$ cat config.mk
export PLATFORM = sky130hd
export DESIGN_NAME = md5ps_round
export DESIGN_NICKNAME = d
export VERILOG_FILES = /design/src/hw/rtl/md5_password_search_core_defines.svh /design/src/hw/rtl/md5ps_pkg.sv /design/src/hw/rtl/md5ps_round.sv
export SDC_FILE = /design/constraint.sdc
export NUM_CORES = 1
export LEC_CHECK = 0
export BUFFER_PORTS_ARGS = -buffer_cell sky130_fd_sc_hd__clkbuf_2
export CORE_MARGIN = 4
export CORE_UTILIZATION = 51
export DETAILED_ROUTE_END_ITERATION = 8
export GPL_TIMING_DRIVEN = 0
export MAX_ROUTING_LAYER = met4
export PLACE_DENSITY = 0.83
export SLEW_MARGIN = 20
export SYNTH_ARGS = -nofsm -noshare
export SYNTH_HDL_FRONTEND = slang
export SYNTH_SLANG_ARGS = --single-unit
$ cat constraint.sdc
create_clock -name clk -period 0.8 [get_ports clk]
set_input_delay 0.12 -clock clk [delete_from_list [all_inputs] [get_ports clk]]
set_output_delay 0.12 -clock clk [all_outputs]
set_load 0.005 [all_outputs]
$ cat src/hw/rtl/md5_password_search_core_defines.svh
// Assertion macros shared by the password search RTL.
`ifndef MD5_PASSWORD_SEARCH_CORE_DEFINES_SVH
`define MD5_PASSWORD_SEARCH_CORE_DEFINES_SVH
`ifndef ASSERT_OFF
// Checked property, gated off while reset is asserted
`define MD5PS_ASSERT(lbl, prop) \
    lbl: assert property (@(posedge clk) disable iff (!rst_n) prop) \
        else $error("md5ps assertion failed");
// Checked property, also evaluated during reset
`define MD5PS_ASSERT_ALWAYS(lbl, prop) \
    lbl: assert property (@(posedge clk) prop) \
        else $error("md5ps assertion failed");
`else
`define MD5PS_ASSERT(lbl, prop)
`define MD5PS_ASSERT_ALWAYS(lbl, prop)
`endif
`endif

$ cat src/hw/rtl/md5ps_pkg.sv
// Shared types, constants and helper functions for the MD5 password search.
`timescale 1ns / 1ps
package md5ps_pkg;

    localparam int IDX_W       = 19;
    localparam int MASK_W      = 4;
    localparam int NUM_REGS    = 8;
    localparam int ADDR_W      = 6;
    localparam int DATA_W      = 64;
    localparam int MD5_ROUNDS  = 64;

    typedef struct packed {
        logic [31:0] a;
        logic [31:0] b;
        logic [31:0] c;
        logic [31:0] d;
    } md5_state_t;

    localparam logic [31:0] IV_A = 32'h67452301;
    localparam logic [31:0] IV_B = 32'hefcdab89;
    localparam logic [31:0] IV_C = 32'h98badcfe;
    localparam logic [31:0] IV_D = 32'h10325476;

    localparam logic [31:0] MD5_K [MD5_ROUNDS] = '{
        32'hd76aa478, 32'he8c7b756, 32'h242070db, 32'hc1bdceee,
        32'hf57c0faf, 32'h4787c62a, 32'ha8304613, 32'hfd469501,
        32'h698098d8, 32'h8b44f7af, 32'hffff5bb1, 32'h895cd7be,
        32'h6b901122, 32'hfd987193, 32'ha679438e, 32'h49b40821,
        32'hf61e2562, 32'hc040b340, 32'h265e5a51, 32'he9b6c7aa,
        32'hd62f105d, 32'h02441453, 32'hd8a1e681, 32'he7d3fbc8,
        32'h21e1cde6, 32'hc33707d6, 32'hf4d50d87, 32'h455a14ed,
        32'ha9e3e905, 32'hfcefa3f8, 32'h676f02d9, 32'h8d2a4c8a,
        32'hfffa3942, 32'h8771f681, 32'h6d9d6122, 32'hfde5380c,
        32'ha4beea44, 32'h4bdecfa9, 32'hf6bb4b60, 32'hbebfbc70,
        32'h289b7ec6, 32'heaa127fa, 32'hd4ef3085, 32'h04881d05,
        32'hd9d4d039, 32'he6db99e5, 32'h1fa27cf8, 32'hc4ac5665,
        32'hf4292244, 32'h432aff97, 32'hab9423a7, 32'hfc93a039,
        32'h655b59c3, 32'h8f0ccc92, 32'hffeff47d, 32'h85845dd1,
        32'h6fa87e4f, 32'hfe2ce6e0, 32'ha3014314, 32'h4e0811a1,
        32'hf7537e82, 32'hbd3af235, 32'h2ad7d2bb, 32'heb86d391
    };

    // Rotate amount per round, four per quarter
    function automatic int md5_shift(input int rnd);
        int q;
        int s;
        q = rnd / 16;
        s = 0;
        unique case (q)
            0: s = (rnd % 4 == 0) ? 7 : (rnd % 4 == 1) ? 12 : (rnd % 4 == 2) ? 17 : 22;
            1: s = (rnd % 4 == 0) ? 5 : (rnd % 4 == 1) ? 9  : (rnd % 4 == 2) ? 14 : 20;
            2: s = (rnd % 4 == 0) ? 4 : (rnd % 4 == 1) ? 11 : (rnd % 4 == 2) ? 16 : 23;
            default: s = (rnd % 4 == 0) ? 6 : (rnd % 4 == 1) ? 10 : (rnd % 4 == 2) ? 15 : 21;
        endcase
        return s;
    endfunction

    // Message word used by each round
    function automatic int md5_msg_index(input int rnd);
        int g;
        if (rnd < 16)
            g = rnd;
        else if (rnd < 32)
            g = (5 * rnd + 1) % 16;
        else if (rnd < 48)
            g = (3 * rnd + 5) % 16;
        else
            g = (7 * rnd) % 16;
        return g;
    endfunction

    function automatic logic [31:0] bswap32(input logic [31:0] x);
        return {x[7:0], x[15:8], x[23:16], x[31:24]};
    endfunction

endpackage

$ cat src/hw/rtl/md5ps_round.sv
// One registered MD5 round stage with its message word built from the password.
`timescale 1ns / 1ps
module md5ps_round #(
    parameter int ROUND        = 0,
    parameter int PASSWORD_LEN = 4
) (
    input  logic                          clk,
    input  logic                          rst_n,
    input  logic                          en,
    input  logic                          in_valid,
    input  md5ps_pkg::md5_state_t         in_st,
    input  logic [8*PASSWORD_LEN-1:0]     in_pw,
    input  logic [md5ps_pkg::IDX_W-1:0]   in_idx,
    output logic                          out_valid,
    output md5ps_pkg::md5_state_t         out_st,
    output logic [8*PASSWORD_LEN-1:0]     out_pw,
    output logic [md5ps_pkg::IDX_W-1:0]   out_idx
);
    import md5ps_pkg::*;

    localparam int          G     = md5_msg_index(ROUND);
    localparam int          S     = md5_shift(ROUND);
    localparam logic [31:0] KC    = MD5_K[ROUND];
    localparam logic [7:0]  BITS  = 8'(8 * PASSWORD_LEN);

    logic             valid_reg;
    md5_state_t       st_reg;
    logic [8*PASSWORD_LEN-1:0] pw_reg;
    logic [IDX_W-1:0] idx_reg;
    logic [31:0]      m_word;
    logic [31:0]      f_val;
    logic [31:0]      sum;
    logic [31:0]      rot;
    md5_state_t       st_next;

    // Padded block bytes: password, 0x80, zeros, bit length at byte 56
    for (genvar j = 0; j < 4; j++) begin : g_byte
        localparam int P = 4 * G + j;
        if (P < PASSWORD_LEN) begin : g_pw
            assign m_word[8*j +: 8] = in_pw[8*P +: 8];
        end
        else if (P == PASSWORD_LEN) begin : g_pad
            assign m_word[8*j +: 8] = 8'h80;
        end
        else if (P == 56) begin : g_len
            assign m_word[8*j +: 8] = BITS;
        end
        else begin : g_zero
            assign m_word[8*j +: 8] = 8'h00;
        end
    end

    // Round function and state update
    always_comb
    begin
        if (ROUND < 16)
            f_val = (in_st.b & in_st.c) | (~in_st.b & in_st.d);
        else if (ROUND < 32)
            f_val = (in_st.d & in_st.b) | (~in_st.d & in_st.c);
        else if (ROUND < 48)
            f_val = in_st.b ^ in_st.c ^ in_st.d;
        else
            f_val = in_st.c ^ (in_st.b | ~in_st.d);
        sum       = in_st.a + f_val + KC + m_word;
        rot       = (sum << S) | (sum >> (32 - S));
        st_next.a = in_st.d;
        st_next.b = in_st.b + rot;
        st_next.c = in_st.b;
        st_next.d = in_st.c;
    end

    always_ff @(posedge clk or negedge rst_n)
    begin
        if (!rst_n)
            valid_reg <= 1'b0;
        else if (en)
            valid_reg <= in_valid;
    end

    always_ff @(posedge clk)
    begin
        if (en)
        begin
            st_reg  <= st_next;
            pw_reg  <= in_pw;
            idx_reg <= in_idx;
        end
    end

    assign out_valid = valid_reg;
    assign out_st    = st_reg;
    assign out_pw    = pw_reg;
    assign out_idx   = idx_reg;

endmodule

=== Word-level counts from Yosys, hierarchy flattened ===
Cells that the tools add are included.

* $add $sub $neg: 4
* $mul: 0
* Divide/modulo/power cells: 0
* $lt $le $gt $ge: 0
* Equality and inequality tests: 0
* Shift operators: 0
* Muxes and demuxes: 0
* Bitwise gates (word level): 5
* Reduce and logical (&&, ||, !) cells: 0

{| class="wikitable"
|+ Operators with widths
! cell !! count
|-
| adder 32 bit || 3
|-
| bitwise AND 32 bit || 2
|-
| adder 32 bit, second input constant || 1
|-
| inverter 32 bit || 1
|-
| bitwise OR 32 bit || 1
|-
| bitwise OR 32 x 7 -> 32 bit || 1
|}

* Flip-flop bits (word level): 180
* Latch bits: 0
* Bits in writable memories: 0
* Memory bits (read-only): 0
* Output and inout bits: 180
* Memories: 0

=== Longest topological paths before layout ===
Gate-level depths: netlist of run 1.

* Depth after elaboration: 8
* Mapped depth: 23
* Depth with buffers taken out: 22

=== Least setup slack after synthesis of run 1 ===
OpenSTA, ideal clock, no wires.

* Path kind: in2reg
* From: input port in_st[65] in the netlist's numbering
* To: register st_reg, in the netlist out_st[94], data pin
* Arrival time: 4,710 ps
* Path slack: -4,191 ps
* Cell stages on the path: 21
* Path buffers: 0
* Path through: mux2_2 -> fa_1 -> ha_1 -> ha_1 -> inv_1 -> fa_1 -> nor2b_4 -> o31a_1 -> o311ai_4 -> a21oi_2 -> a211oi_2 -> o21ai_1 -> xor2_1 -> fa_1 -> a211oi_1 -> nor2_1 -> a21o_1 -> a21bo_2 -> a2111oi_2 -> o21a_1 -> o311ai_0

{| class="wikitable"
|+ RTL lines
! item !! RTL line !! source
|-
| start: declaration || md5ps_round.sv:11 || <nowiki>input md5ps_pkg::md5_state_t in_st,</nowiki>
|-
| end signal: assignment || md5ps_round.sv:84 || <nowiki>st_reg <= st_next;</nowiki>
|-
| end: declaration || md5ps_round.sv:27 || <nowiki>md5_state_t st_reg;</nowiki>
|}

==> results of run 1 <==
cell usage after synthesis, types with 2 or more instances:
master | n | area share (%)
inv_1 | 136 | 4.8
nand4_1 | 10 | 0.59
a211oi_1 | 7 | 0.49
mux2i_1 | 20 | 1.9
o21ai_0 | 27 | 1.3
a21boi_0 | 3 | 0.21
a211o_1 | 3 | 0.25
mux2_2 | 16 | 1.7
nand2b_1 | 6 | 0.35
xor2_1 | 14 | 1.1
nand3b_1 | 4 | 0.28
o2111ai_1 | 3 | 0.25
a21o_1 | 27 | 1.9
a31oi_1 | 4 | 0.23
a2111oi_2 | 2 | 0.28
xnor2_1 | 35 | 2.9
o41ai_1 | 2 | 0.16
ha_1 | 90 | 11
a21oi_1 | 59 | 2.8
o21a_1 | 14 | 0.98
edfxtp_1 | 179 | 50
o311ai_0 | 2 | 0.16
nand3_1 | 20 | 0.94
fa_1 | 33 | 6.2
o211ai_1 | 8 | 0.56
o21bai_1 | 11 | 0.77
a221oi_1 | 3 | 0.25
nand2_1 | 33 | 1.2
and3_1 | 5 | 0.29
a311oi_1 | 4 | 0.33
clkbuf_1 | 15 | 0.53
a2111oi_1 | 2 | 0.19
nor2_1 | 40 | 1.4
nor3_1 | 26 | 1.2
o21ai_1 | 5 | 0.23
nor2b_1 | 7 | 0.41
or3_1 | 4 | 0.23
area by class of cell:
cell class / instances / share of cell area (%)
Sequential cell: 180 / 33.6
Timing Repair Buffer: 552 / 23.3
Buffer: 10 / 0.234
Tap cell: 270 / 2.10
Clock buffer: 19 / 2.70
Clock inverter: 13 / 1.50
Inverter: 136 / 3.20
Multi-Input combinational cell: 565 / 33.4
logic make-up (layout without fill, tap and decap cells):
group,after synthesis,in the layout,share of synthesized area (%)
buffers and inverters,151,730,5.31
and+or+nand+nor,159,159,7.22
adders and majority gates,123,123,16.7
DFF,180,180,50.6
AOI/OAI and AO/OA,198,198,12.5
muxes,36,36,3.56
xor gates and xnor gates,49,49,4.02
worst max-delay path: cells and delay by family:
family	cells	cell delay, ps
AO/OA/AOI/OAI	12	2270
adder cells (fa/ha/maj)	5	1630
buffers and inverters	6	790
multiplexers	1	190
AND/OR/NAND/NOR	2	180
path summary, 6_finish.rpt:
check / from / endpoint / depth (start not counted)
setup / recovery: in_st[66] / out_st[92] / 26
hold reg to reg: out_valid / out_valid / 1
min in group asynchronous: rst_n / out_valid / 3
setup reg to reg: out_valid / out_valid / 1
max in group asynchronous: rst_n / out_valid / 3
hold / removal: in_st[64] / out_st[64] / 2
per-layer routing:
| layer | part of all wire, % | vias to the layer above |
|---|---|---|
| li1 | - | 4372 |
| met1 | 36 | 4505 |
| met2 | 52 | 511 |
| met3 | 7.2 | 117 |
| met4 | 4.4 | 0 |
| met5 | 0 | - |
power breakdown:
group / switching [mW] / leakage, nW / total [mW] / internal (mW)
combinational: 15.6 / 5.22 / 28.5 / 12.9
clock: 3.94 / 0.321 / 9.87 / 5.93
sequential: 0.431 / 1.76 / 13.2 / 12.8
total: 20.0 / 7.31 / 51.5 / 31.5
registers in the layout, summed over array words and instances, names as in the netlist:
name       cells
out_pw        32
out_valid      1
out_st       128
out_idx       19
cells in the final DEF (no fill, tap or decap), types with 6 or more instances in the layout:
cell / instances
nand4_1: 10
nor2_1: 35
inv_1: 130
nand2b_1: 6
o21bai_1: 10
nand2_1: 29
a21oi_2: 12
buf_2: 6
buf_6: 11
ha_2: 7
o21ai_1: 7
clkbuf_2: 353
buf_4: 27
dlygate4sd3_1: 150
edfxtp_1: 179
nor2b_1: 7
xor2_1: 13
a21oi_1: 45
o211ai_1: 8
o21ai_2: 9
clkbuf_1: 12
o21ai_0: 16
mux2_2: 15
fa_1: 28
nor3_1: 21
ha_1: 71
xnor2_1: 31
clkbuf_16: 19
a21o_1: 27
ha_4: 12
mux2i_1: 18
nand3_1: 18
bufinv_16: 6
o21a_1: 13
per-stage QoR:
| stage | std cells | instance area, sq um |
|---|---|---|
| floorplan | 896 | 10800 |
| global placement | 1528 | 13000 |
| detailed placement | 1529 | 13000 |
| CTS | 1743 | 15800 |
| global route | 1745 | 16100 |
| finish | 1745 | 16100 |
repair_timing:
item | 4_1_cts | 5_1_grt
endpoints found under the setup margin | 312 | 212
endpoints found under the hold margin | 148 | 1
gates cloned | 1 | 0
hold buffers | 149 | 1
setup buffers | 35 | 7
pin swaps | 49 | 45
resized for setup | 70 | 62
==> flow_summary.yaml, run 1 <==
run_status:
  status: "finished, violations left"
  violations: "negative setup slack"
synth:
  ys_warn_count: 0
  seq_area_frac_synth_pct: 50.6
  synth.cell_area_sq_mm: 0.0107
  async_reset_ff_share_pct: 0.556
  syn_nets: 1202
  synth_cells: 896
  synth-seq-cells: 180
  synth-edff-count: 179
  ys.flop_type: "edfxtp_1"
  synth.distinct_cells: 54
  syn-mean-instance-area_sq_um: 11.9
critical_path:
  path_max_fanout: 3
  slowest_delay_ps: 460
  crit_slowest_cell: "fa_2"
  crit_arrival_ps: 5210
  cp-end-kind: "register"
  path_class: "input port to register"
  crit_path_start_kind: "input port"
  crit_required_ps: 1040
  r2r_slack_ps: 60
final_layout:
  regArea_sq_mm: 0.00540
  final_core_util_pct: 78.6
  fill_cells: 1224
  fin_nets: 1768
  syn_to_final_growth_pct: 50.4
  n_antenna_cell: 0
  layout-drive-gt1-share_pct: 37.6
  multi_input_area_sq_mm: 0.00536
clock_network:
  clockBufferDepth: 2
  clk_latency_ps: 450
  cts_tree: "yes"
  cts.sinks: 180
  h-tree-depth: 4
  path_clk_slew_ps: 80
  root_buffer: "clkbuf_16"
  cts-buffers-inserted: 17
die:
  ios: 363
  die_area_sq_mm: 0.0233
  die_w_microns: 153
  coreArea_sq_mm: 0.0204
  die_h_microns: 153
  start_util_pct: 52.2
  fp-row-count: 52
routing:
  vias: 9505
  antenna_left: 0
  postRouteWirelength_microns: 34300
  avgRoutedWirePerCell_microns: 19.6
  drt_iter0_drc: 824
  viasPerCell: 5.45
  firstDrtPassIters: 7
  drc_errors: 0
sta:
  setup-tns-final_ps: -164600
  fin_crit_sh_pct: 621
  hold_ws_ps: 41.1
  fin_worst_skew_ps: 0
  fin_crit_ps: 4970
  max_slew_margin_pct: 48.8
  slew_viol_final: 0
  fmax_mhz: 201
  rsz0062_at_grt: "true"
  max_slew.worst_pin.slew_ps: 760
  hold_viol: 0
  setup_violations: 212
  layout_setup_ws_ps: -4170
flow_run:
  maxCapViolCount: 0
global_routing:
  grt_pass1_vias: 9939
  grtUsageTotal_pct: 28.9
  overflow: 0
  grt_pass1_wl_microns: 51800
  antenna_found_initial: 0
  grt_max_degree: 83
  grt.met3_usage_pct: 5.88
  use_met2_pct: 51.0
  met1_usage_pct: 31.8
  busiest_layer: "met2"
power_and_ir_drop:
  powerDensity_mw_per_mm2: 3210
  ir_drop_mv: 2.48
  p_total_mw: 51.5
  p_leak_nw: 7.31
placed_design:
  place_hpwl_microns: 22200
  io_buffers: 362
  place.gp.congestion: 0.910
  dp_slack_ps: -5000
hold_path:
  hold_class: "input port to register"
(Power assumes the default switching activity.)
==> run 2: changes to the inputs <==
--- a/config.mk
+++ b/config.mk
@@ -12,7 +12,7 @@
 export GPL_TIMING_DRIVEN = 0
 export MAX_ROUTING_LAYER = met4
 export PLACE_DENSITY = 0.83
-export SLEW_MARGIN = 20
+export RECOVER_POWER = 25
 export SYNTH_ARGS = -nofsm -noshare
 export SYNTH_HDL_FRONTEND = slang
 export SYNTH_SLANG_ARGS = --single-unit
==> run 2 against run 1 <==
  * Flip-flop and latch count did not move
  * The flow still finishes with violations (negative setup slack)
  * Non-clock buffer count is the same
  * Register-to-register slack about the same
  * Total power about the same
  * Final area about the same
  * Die area is the same
  * Sequential power is essentially flat
  * Count of clock-buffer cells in the layout unchanged
==> flow_summary.yaml, run 2 (synthesis gave the netlist of run 1 again) <==
critical_path:
  path_max_fanout: 3
  crit_arrival_ps: 5230
  path_class: "input port to register"
  crit_buf_inv: 6
  crit_required_ps: 1040
  crit_slowest_cell: "fa_2"
  cp_num_cells: 26
  cp-end-kind: "register"
  crit_path_start_kind: "input port"
  r2r_start: "out_valid"
  worstRegToRegCells: 1
  critical-path-top-delay-family: "compound AO/OA/AOI/OAI gates"
  r2r_slack_ps: 60
  r2r-end: "out_valid"
  startpoint: "in_st[66]"
  crit_end: "out_st[92]"
  slowest_delay_ps: 460
final_layout:
  multi_input_area_sq_mm: 0.00536
  final_common_cell: "clkbuf_2"
  fill_cells: 1225
  n_antenna_cell: 0
  final_core_util_pct: 78.5
  syn_to_final_growth_pct: 50.3
  largest_reg_flops: 128
  fin_nets: 1768
  regArea_sq_mm: 0.00540
  final_cell_mix: "clkbuf_2 (353), edfxtp_1 (179), dlygate4sd3_1 (150)"
  layout-drive-gt1-share_pct: 37.6
  stdcell_area_sq_mm: 0.0160
clock_network:
  path_clk_slew_ps: 80
  cts-buffers-inserted: 17
  cts_tree: "yes"
  h-tree-depth: 4
  clk_latency_ps: 450
  root_buffer: "clkbuf_16"
  cts.sinks: 180
  clockBufferDepth: 2
routing:
  postRouteWirelength_microns: 34300
  vias: 9501
  avgRoutedWirePerCell_microns: 19.7
  viasPerCell: 5.44
  drc_errors: 0
  drt_iter0_drc: 824
  antenna_left: 0
  firstDrtPassIters: 7
power_and_ir_drop:
  powerDensity_mw_per_mm2: 3210
  p_total_mw: 51.5
  ir_drop_mv: 2.49
  p_leak_nw: 7.30
global_routing:
  grt_max_degree: 83
  grt_pass1_wl_microns: 51800
  grt_pass1_vias: 9939
  grtUsageTotal_pct: 28.9
  overflow: 0
  antenna_found_initial: 0
placed_design:
  dp_slack_ps: -5000
  place_area_sq_mm: 0.0130
  place.gp.congestion: 0.910
  io_buffers: 362
  place_hpwl_microns: 22200
die:
  die_h_microns: 153
  start_util_pct: 52.2
  fp-row-count: 52
  die_w_microns: 153
  ios: 363
  coreArea_sq_mm: 0.0204
  die_area_sq_mm: 0.0233
sta:
  layout_setup_ws_ps: -4180
  max_slew.worst_pin.slew_ps: 866
  fin_worst_skew_ps: 0
  max_slew_margin_pct: 42.2
  setup_violations: 313
  fmax_mhz: 201
  slew_viol_final: 0
  setup-tns-final_ps: -182200
  rsz0062_at_grt: "true"
  fin_crit_sh_pct: 623
  fin_crit_ps: 4980
  hold_viol: 0
run_status:
  violations: "negative setup slack"
  status: "finished, violations left"
hold_path:
  hold_class: "input port to register"
flow_run:
  maxCapViolCount: 0
-- run 2: changes by cell type in the layout (fill, tap and decap cells not counted) --
cell / delta
clkbuf_16: -1
buf_6: +1
-- run 2: timing repair --
action	in CTS	in global routing
gates cloned	1	0
hold endpoints to repair	148	1
hold buffers	149	1
setup endpoints to repair	312	212
pin swaps	49	45
setup buffers	35	7
gates resized for setup	70	62
-- run 2: stage by stage --
step / hold slack (ps) / std cells
finish: 40.5 / 1745
global route: 28.2 / 1745
CTS: 0.608 / 1743
detailed placement: -103 / 1529
global placement: -106 / 1528
floorplan: -176 / 896
-- run 2: how the worst min path moves through the flow --
stage                  to      start  cells past startpoint
2_1_floorplan   out_valid      rst_n                      0
3_3_place_gp    out_valid      rst_n                      1
3_5_place_dp    out_valid      rst_n                      1
4_1_cts        out_st[44]  in_st[76]                      1
5_1_grt        out_st[64]  in_st[64]                      2
6_report       out_st[64]  in_st[64]                      2
-- run 2: cell type report --
cell class              count  area share [%]
flip-flops and latches    180            33.7
multi-input cells         565            33.4
repair buffers            552            23.2
inverters                 136            3.20
clock buffers              19            2.70
well taps                 270            2.11
clock inverters            13            1.51
plain buffers              10           0.234
-- run 2: power breakdown --
part           internal, mW  switching [mW]  total (mW)
registers              12.8           0.432        13.2
clock network          5.93            3.94        9.87
logic                  12.8            15.6        28.5
-- run 2: metal layers --
layer	GRT usage, %	up-vias	share of wire [%]
met5	-	-	0
met4	12.4	0	4.3
met3	5.88	112	7.2
met2	51.0	502	52
met1	31.8	4513	37
li1	-	4374	-
